<file path="src/hw/rtl/expsrch_pkg.sv">
// ----------------------------------------------------------------------------
// expsrch_pkg
// shared constants, codes and types of the exponential search block
// ----------------------------------------------------------------------------
package expsrch_pkg;

  localparam int TABLE_DEPTH = 1024;
  localparam int VALUE_WIDTH = 32;
  localparam int ADDR_W      = $clog2(TABLE_DEPTH);
  localparam int CNT_W       = ADDR_W + 1;

  localparam logic MODE_LOAD   = 1'b0;
  localparam logic MODE_SEARCH = 1'b1;

  typedef enum logic [2:0] {
    ST_IDLE,
    ST_CHK0,
    ST_DBL,
    ST_BSET,
    ST_BCHK,
    ST_EMIT
  } state_t;

  typedef struct packed {
    logic                   found;
    logic [ADDR_W-1:0]      position;
  } result_t;

  typedef struct packed {
    logic                   we;
    logic [ADDR_W-1:0]      waddr;
    logic [VALUE_WIDTH-1:0] wdata;
    logic [ADDR_W-1:0]      raddr;
  } mem_req_t;

endpackage

</file>
<file path="src/hw/rtl/expsrch_in_if.sv">
// ----------------------------------------------------------------------------
// expsrch_in_if
// input item channel: load or search request
// ----------------------------------------------------------------------------
interface expsrch_in_if;
  logic                                     valid;
  logic                                     ready;
  logic                                     mode;
  logic [expsrch_pkg::ADDR_W-1:0]           slot;
  logic signed [expsrch_pkg::VALUE_WIDTH-1:0] value;

  modport source (output valid, mode, slot, value, input ready);
  modport sink   (input valid, mode, slot, value, output ready);
endinterface

</file>
<file path="src/hw/rtl/expsrch_out_if.sv">
// ----------------------------------------------------------------------------
// expsrch_out_if
// result item channel: search outcome
// ----------------------------------------------------------------------------
interface expsrch_out_if;
  logic                           valid;
  logic                           ready;
  logic                           found;
  logic [expsrch_pkg::ADDR_W-1:0] position;

  modport source (output valid, found, position, input ready);
  modport sink   (input valid, found, position, output ready);
endinterface

</file>
<file path="src/hw/rtl/expsrch_ctrl.sv">
// ----------------------------------------------------------------------------
// expsrch_ctrl
// search sequencer: doubling probe then binary search over the table ram
// ----------------------------------------------------------------------------
module expsrch_ctrl (
  input  logic                                clk,
  input  logic                                rst_n,
  expsrch_in_if.sink                          in_ch,
  expsrch_out_if.source                       out_ch,
  input  logic [expsrch_pkg::CNT_W-1:0]       entry_count,
  output expsrch_pkg::mem_req_t               mem_req,
  input  logic [expsrch_pkg::VALUE_WIDTH-1:0] ram_rdata
);

  localparam int AW = expsrch_pkg::ADDR_W;
  localparam int CW = expsrch_pkg::CNT_W;
  localparam int VW = expsrch_pkg::VALUE_WIDTH;

  expsrch_pkg::state_t  state_r, state_nxt;
  expsrch_pkg::result_t res_r, res_nxt;
  expsrch_pkg::result_t out_res_r, out_res_nxt;
  logic                 out_valid_r, out_valid_nxt;
  logic signed [VW-1:0] key_r, key_nxt;
  logic [CW-1:0]        n_r, n_nxt;
  logic [CW-1:0]        probe_r, probe_nxt;
  logic [AW-1:0]        lo_r, lo_nxt;
  logic [AW-1:0]        hi_r, hi_nxt;
  logic [AW-1:0]        mid_r, mid_nxt;

  logic                 in_fire;
  logic                 is_search;
  logic                 emit_ok;
  logic [CW-1:0]        cnt_sat;
  logic                 rd_eq, rd_lt, rd_le;
  logic [CW-1:0]        nm1_w;
  logic [AW-1:0]        nm1;
  logic [CW-1:0]        probe_dbl;
  logic                 dbl_in_range;
  logic [AW-1:0]        sel_lo, sel_hi, sel_mid;
  logic                 b_end;

  assign in_fire   = in_ch.valid && in_ch.ready;
  assign is_search = (in_ch.mode == expsrch_pkg::MODE_SEARCH);
  assign emit_ok   = !out_valid_r || out_ch.ready;
  assign cnt_sat   = (entry_count > CW'(expsrch_pkg::TABLE_DEPTH)) ?
                     CW'(expsrch_pkg::TABLE_DEPTH) : entry_count;

  assign rd_eq = ($signed(ram_rdata) == key_r);
  assign rd_lt = ($signed(ram_rdata) <  key_r);
  assign rd_le = rd_eq || rd_lt;

  assign nm1_w        = n_r - CW'(1);
  assign nm1          = nm1_w[AW-1:0];
  assign probe_dbl    = {probe_r[CW-2:0], 1'b0};
  assign dbl_in_range = (probe_dbl < n_r);

  // range of the next binary step
  always_comb begin
    if (state_r == expsrch_pkg::ST_BSET) begin
      sel_lo = probe_r[AW:1];
      sel_hi = (probe_r < nm1_w) ? probe_r[AW-1:0] : nm1;
    end else if (rd_lt) begin
      sel_lo = mid_r + AW'(1);
      sel_hi = hi_r;
    end else begin
      sel_lo = lo_r;
      sel_hi = mid_r - AW'(1);
    end
    sel_mid = sel_lo + ((sel_hi - sel_lo) >> 1);
  end

  assign b_end = rd_lt ? (mid_r == hi_r) : (mid_r == lo_r);

  // next state
  always_comb begin
    state_nxt = state_r;
    case (state_r)
      expsrch_pkg::ST_IDLE: begin
        if (in_fire && is_search) begin
          state_nxt = (cnt_sat == '0) ? expsrch_pkg::ST_EMIT : expsrch_pkg::ST_CHK0;
        end
      end
      expsrch_pkg::ST_CHK0: begin
        if (rd_eq) begin
          state_nxt = expsrch_pkg::ST_EMIT;
        end else if (n_r > CW'(1)) begin
          state_nxt = expsrch_pkg::ST_DBL;
        end else begin
          state_nxt = expsrch_pkg::ST_BSET;
        end
      end
      expsrch_pkg::ST_DBL: begin
        if (!rd_le || !dbl_in_range) begin
          state_nxt = expsrch_pkg::ST_BSET;
        end
      end
      expsrch_pkg::ST_BSET: begin
        state_nxt = expsrch_pkg::ST_BCHK;
      end
      expsrch_pkg::ST_BCHK: begin
        if (rd_eq || b_end) begin
          state_nxt = expsrch_pkg::ST_EMIT;
        end
      end
      expsrch_pkg::ST_EMIT: begin
        if (emit_ok) begin
          state_nxt = expsrch_pkg::ST_IDLE;
        end
      end
      default: begin
        state_nxt = expsrch_pkg::ST_IDLE;
      end
    endcase
  end

  // outputs
  always_comb begin
    in_ch.ready   = (state_r == expsrch_pkg::ST_IDLE);
    mem_req.we    = in_fire && !is_search;
    mem_req.waddr = in_ch.slot;
    mem_req.wdata = in_ch.value;
    mem_req.raddr = '0;
    case (state_r)
      expsrch_pkg::ST_CHK0: mem_req.raddr = AW'(1);
      expsrch_pkg::ST_DBL:  mem_req.raddr = probe_dbl[AW-1:0];
      expsrch_pkg::ST_BSET: mem_req.raddr = sel_mid;
      expsrch_pkg::ST_BCHK: mem_req.raddr = sel_mid;
      default:              mem_req.raddr = '0;
    endcase
    out_ch.valid    = out_valid_r;
    out_ch.found    = out_res_r.found;
    out_ch.position = out_res_r.position;
  end

  // datapath
  always_comb begin
    key_nxt       = key_r;
    n_nxt         = n_r;
    probe_nxt     = probe_r;
    lo_nxt        = lo_r;
    hi_nxt        = hi_r;
    mid_nxt       = mid_r;
    res_nxt       = res_r;
    out_res_nxt   = out_res_r;
    out_valid_nxt = out_valid_r && !out_ch.ready;
    case (state_r)
      expsrch_pkg::ST_IDLE: begin
        if (in_fire && is_search) begin
          key_nxt = in_ch.value;
          n_nxt   = cnt_sat;
          res_nxt = '0;
        end
      end
      expsrch_pkg::ST_CHK0: begin
        probe_nxt = CW'(1);
        if (rd_eq) begin
          res_nxt.found    = 1'b1;
          res_nxt.position = '0;
        end
      end
      expsrch_pkg::ST_DBL: begin
        if (rd_le) begin
          probe_nxt = probe_dbl;
        end
      end
      expsrch_pkg::ST_BSET: begin
        lo_nxt  = sel_lo;
        hi_nxt  = sel_hi;
        mid_nxt = sel_mid;
      end
      expsrch_pkg::ST_BCHK: begin
        if (rd_eq) begin
          res_nxt.found    = 1'b1;
          res_nxt.position = mid_r;
        end else if (!b_end) begin
          lo_nxt  = sel_lo;
          hi_nxt  = sel_hi;
          mid_nxt = sel_mid;
        end
      end
      expsrch_pkg::ST_EMIT: begin
        if (emit_ok) begin
          out_res_nxt   = res_r;
          out_valid_nxt = 1'b1;
        end
      end
      default: begin
        res_nxt = '0;
      end
    endcase
  end

  always_ff @(posedge clk) begin
    if (!rst_n) begin
      state_r     <= expsrch_pkg::ST_IDLE;
      out_valid_r <= 1'b0;
    end else begin
      state_r     <= state_nxt;
      out_valid_r <= out_valid_nxt;
    end
  end

  always_ff @(posedge clk) begin
    key_r     <= key_nxt;
    n_r       <= n_nxt;
    probe_r   <= probe_nxt;
    lo_r      <= lo_nxt;
    hi_r      <= hi_nxt;
    mid_r     <= mid_nxt;
    res_r     <= res_nxt;
    out_res_r <= out_res_nxt;
  end

endmodule

</file>
<file path="src/flat_wrapper.sv">
// flat-port wrapper written by rule: the top's interface ports become plain ports
module expsrch_ctrl_flat 
  (clk, rst_n, entry_count, mem_req, ram_rdata, in_ch_valid, in_ch_mode, in_ch_slot, in_ch_value, in_ch_ready, out_ch_valid, out_ch_found, out_ch_position, out_ch_ready);
  expsrch_in_if in_ch_i ();
  expsrch_out_if out_ch_i ();
  input  logic clk;
  input  logic rst_n;
  input  logic [expsrch_pkg::CNT_W-1:0] entry_count;
  output expsrch_pkg::mem_req_t mem_req;
  input  logic [expsrch_pkg::VALUE_WIDTH-1:0] ram_rdata;
  input wire logic [$bits(in_ch_i.valid)-1:0] in_ch_valid;
  input wire logic [$bits(in_ch_i.mode)-1:0] in_ch_mode;
  input wire logic [$bits(in_ch_i.slot)-1:0] in_ch_slot;
  input wire logic [$bits(in_ch_i.value)-1:0] in_ch_value;
  output wire logic [$bits(in_ch_i.ready)-1:0] in_ch_ready;
  output wire logic [$bits(out_ch_i.valid)-1:0] out_ch_valid;
  output wire logic [$bits(out_ch_i.found)-1:0] out_ch_found;
  output wire logic [$bits(out_ch_i.position)-1:0] out_ch_position;
  input wire logic [$bits(out_ch_i.ready)-1:0] out_ch_ready;
  assign in_ch_i.valid = in_ch_valid;
  assign in_ch_i.mode = in_ch_mode;
  assign in_ch_i.slot = in_ch_slot;
  assign in_ch_i.value = in_ch_value;
  assign in_ch_ready = in_ch_i.ready;
  assign out_ch_valid = out_ch_i.valid;
  assign out_ch_found = out_ch_i.found;
  assign out_ch_position = out_ch_i.position;
  assign out_ch_i.ready = out_ch_ready;
  expsrch_ctrl u_core (.clk(clk), .rst_n(rst_n), .in_ch(in_ch_i), .out_ch(out_ch_i), .entry_count(entry_count), .mem_req(mem_req), .ram_rdata(ram_rdata));
endmodule
</file>
<file path="config.mk">
export PLATFORM = sky130hd
export DESIGN_NAME = expsrch_ctrl_flat
export DESIGN_NICKNAME = d
export VERILOG_FILES = /design/src/hw/rtl/expsrch_pkg.sv /design/src/hw/rtl/expsrch_in_if.sv /design/src/hw/rtl/expsrch_out_if.sv /design/src/hw/rtl/expsrch_ctrl.sv /design/src/flat_wrapper.sv
export SDC_FILE = /design/constraint.sdc
export NUM_CORES = 1
export LEC_CHECK = 0
export BUFFER_PORTS_ARGS = -buffer_cell sky130_fd_sc_hd__buf_2
export CORE_AREA = 2 2 141 143
export CTS_CLUSTER_SIZE = 30
export DETAILED_ROUTE_END_ITERATION = 8
export DIE_AREA = 0 0 143 145
export PLACE_DENSITY = 0.6
export SKIP_LAST_GASP = 1
export SLEW_MARGIN = 20
export SYNTH_ARGS = -nofsm -noshare
export SYNTH_HDL_FRONTEND = slang
export SYNTH_SLANG_ARGS = --single-unit
</file>
<file path="constraint.sdc">
create_clock -name clk -period 11.2 [get_ports clk]
set_input_delay 2.24 -clock clk [delete_from_list [all_inputs] [get_ports clk]]
set_output_delay 2.24 -clock clk [all_outputs]
set_load 0.1 [all_outputs]
</file>
==> flow_summary_export.csv <==
group,metric,value,unit
outcome,status,"finished clean",
finish,final_common_cell,"buf_2",
power_and_ir_drop,swShare,44.5,%
finish,final_nets,997,
logic_synthesis,synth_cell_types,63,
finish,layout_common_cells,"135 x buf_2, 106 x edfxtp_1, 74 x inv_1",
floorplan,die_w,143,µm
timing,finClkSkew,0.00622,ns
critical_path,cp-start-kind,"input port",
finish,drive_gt1_share,20.5,%
route,drt_first_pass_iters,5,
clocking,cts_buffers,9,
power_and_ir_drop,combPwrFrac,53.5,%
power_and_ir_drop,p_int,1.17,mW
logic_synthesis,ys_seq_area_share,42.9,%
grt,grt_pass1_wl,26100,µm
route,via_per_inst,4.92,
clocking,post_cts_buffers,0,
logic_synthesis,synthArstFlopShare,0,%
finish,postLayoutCoreUtil,44.6,%
timing,rsz0062_at_grt,"no",
floorplan,pin_count,156,
logic_synthesis,synth_edf_count,106,
power_and_ir_drop,power_density,245,nW/µm²
clocking,hold_buffers,0,
placed_design,gp_congestion,0.820,
finish,n_antenna_cell,0,
route,antenna_violating_nets_post_route,0,
power_and_ir_drop,seqPwrFrac,30.0,%
route,wirelength,16200,µm
placed_design,dp_cells,1086,
grt,gr-total-overflow,0,
timing,hold_viol_final,0,
critical_path,required,8.96,ns
clocking,clockBufferDepth,2,
floorplan,die_y,145,µm
critical_path,cp-end-kind,"output port",
timing,min_period,10.17,ns
logic_synthesis,syn_inst,747,
timing,hold_slack,0.420,ns
timing,timing_worst_slew_pin_value,1.01,ns
floorplan,rows,51,
grt,grt_max_degree,46,
timing,fin_tns_setup,0,ns
grt,gr-usage-all-layers,16.0,%
critical_path,path_max_fanout,22,
clocking,cts_resized,0,
floorplan,initial_core_util,39.6,%
route,drc,0,
power_and_ir_drop,vdd_drop_max,0.125,mV
clocking,path_clk_slew,0.07,ns
grt,antenna_found_initial,0,
clocking,h-tree-depth,3,
clocking,numClockSinks,110,
clocking,cts_tree,"built",
power_and_ir_drop,power.total,2.10,mW
route,via_count,5425,
floorplan,dieArea,20700,µm²
timing,setup_viol,0,
power_and_ir_drop,p_leak,3.83,nW
logic_synthesis,synth_nets,912,
floorplan,coreArea,19200,µm²
logic_synthesis,syn_avg_cell_area,10.2,µm²
min_path,hp-class,"reg2reg",
finish,syn_to_final_growth,12.6,%
route,wl_per_cell,14.7,µm
critical_path,arrival,7.93,ns
logic_synthesis,synth_seq_cells,110,
logic_synthesis,yosysWarnings,0,
critical_path,path_class,"in2out",
power_and_ir_drop,clockPowerShare,16.5,%
power_and_ir_drop,p_sw,0.934,mW
job,max_cap_viol_count,0,
clocking,cts-root-buf,"clkbuf_16",
clocking,insertion_delay,0.36,ns
logic_synthesis,synth_ff_type,"edfxtp_1",
placed_design,port_buffers,135,
finish,final_cells,1102,
timing,drv_slew,0,
route,drt_iter0_drc,307,
timing,finalCritPeriodShare,90.8,%
grt,grt_pass1_vias,5100,
timing,slew_headroom,32.6,%
logic_synthesis,syn_area,7600,µm²
timing,max_freq,98.3,MHz
placed_design,dp_hpwl,13000,µm
-- sequential cells by signal, indices dropped and copies added, names as in the netlist, 10 cells and up --
name,count
u_core.res_r,11
u_core.hi_r,10
u_core.out_ch.position,10
u_core.key_r,32
u_core.lo_r,10
u_core.mid_r,10
u_core.probe_r,11
u_core.n_r,11
-- path summary, 6_finish.rpt --
check	from	to	slack [ns]	depth (start not counted)
setup / recovery	ram_rdata[17]	mem_req[9]	1.03	25
hold / removal	u_core.res_r[4]	u_core.out_ch.position[4]	0.42	0
setup reg to reg	u_core.n_r[0]	u_core.mid_r[9]	5.38	27
hold reg to reg	u_core.res_r[4]	u_core.out_ch.position[4]	0.42	0
-- through the flow --
step	instance area, µm²	worst slack [ns]
final	8560	1.03
after global routing	8560	0.488
after CTS	8560	1.03
after detailed placement	8240	1.05
after global placement	8240	1.13
after floorplan	7600	1.48
-- Yosys cell counts (5+ instances only) --
cell type,instances,share of area [%]
mux2i_1,16,2.1
clkbuf_1,23,1.1
a21oi_1,56,3.7
nand4_1,5,0.41
xnor2_1,40,4.6
buf_4,42,4.1
and2_1,13,1.1
nand3_1,13,0.86
a21o_1,18,1.8
and3_1,15,1.2
o211ai_1,6,0.59
ha_1,73,12
o21bai_1,9,0.89
inv_1,74,3.7
nor4_1,9,0.74
edfxtp_1,106,42
xor2_1,10,1.2
a211oi_1,5,0.49
nor3_1,13,0.86
o21a_1,8,0.79
nor2_1,47,2.3
nor2b_1,17,1.4
o21ai_0,21,1.4
nand2_1,37,1.8
a211o_1,10,1.2
-- power by group through the flow --
stage	clock network, mW	registers [mW]	logic (mW)
4_1_cts	0.356	0.629	1.13
3_3_place_gp	0	0.637	1.11
3_5_place_dp	0	0.638	1.12
5_1_grt	0.371	0.639	1.25
2_1_floorplan	0	0.607	0.908
6_report	0.347	0.629	1.12
-- critical path, stage by stage --
cell	delay, ns
buf_2	0.10
ha_1	0.31
a21o_1	0.19
a221o_1	0.33
a221oi_2	0.35
and3_2	0.27
a21o_1	0.63
nor2_1	0.08
a211oi_1	0.26
a21oi_1	0.13
fa_1	0.46
a21o_1	0.20
a21oi_1	0.20
xnor2_1	0.15
ha_1	0.27
inv_1	0.08
o21bai_1	0.08
a21oi_1	0.24
o21bai_1	0.09
a21oi_1	0.22
o21bai_1	0.09
a21oi_1	0.18
xnor2_1	0.16
a21o_1	0.18
buf_2	0.43
-- routing by layer --
layer / global-route usage (%) / routed length, µm
met1: 23.5 / 8080
met2: 24.3 / 7300
met3: 3.47 / 660
met4: 3.47 / 138
met5: 0 / 0
-- cells by family after synthesis --
group                    count (synthesis)  synth area share, %
flip-flops                             110                 42.9
adder cells (fa/ha/maj)                 75                 12.5
AND/OR/NAND/NOR                        193                 13.2
AO/OA/AOI/OAI                          158                 13.9
multiplexers                            17                 2.25
XOR/XNOR                                50                 5.76
buffers and inverters                  144                 9.41
-- cell type report --
class | instances | area, µm²
Clock inverter | 6 | 92.6
Tap cell | 265 | 332
Timing Repair Buffer | 144 | 743
Multi-Input combinational cell | 493 | 3630
Sequential cell | 110 | 3260
Clock buffer | 10 | 229
Fill cell | 1868 | 10600
Inverter | 74 | 278
Note: power is estimated with default switching activity, not from simulation.
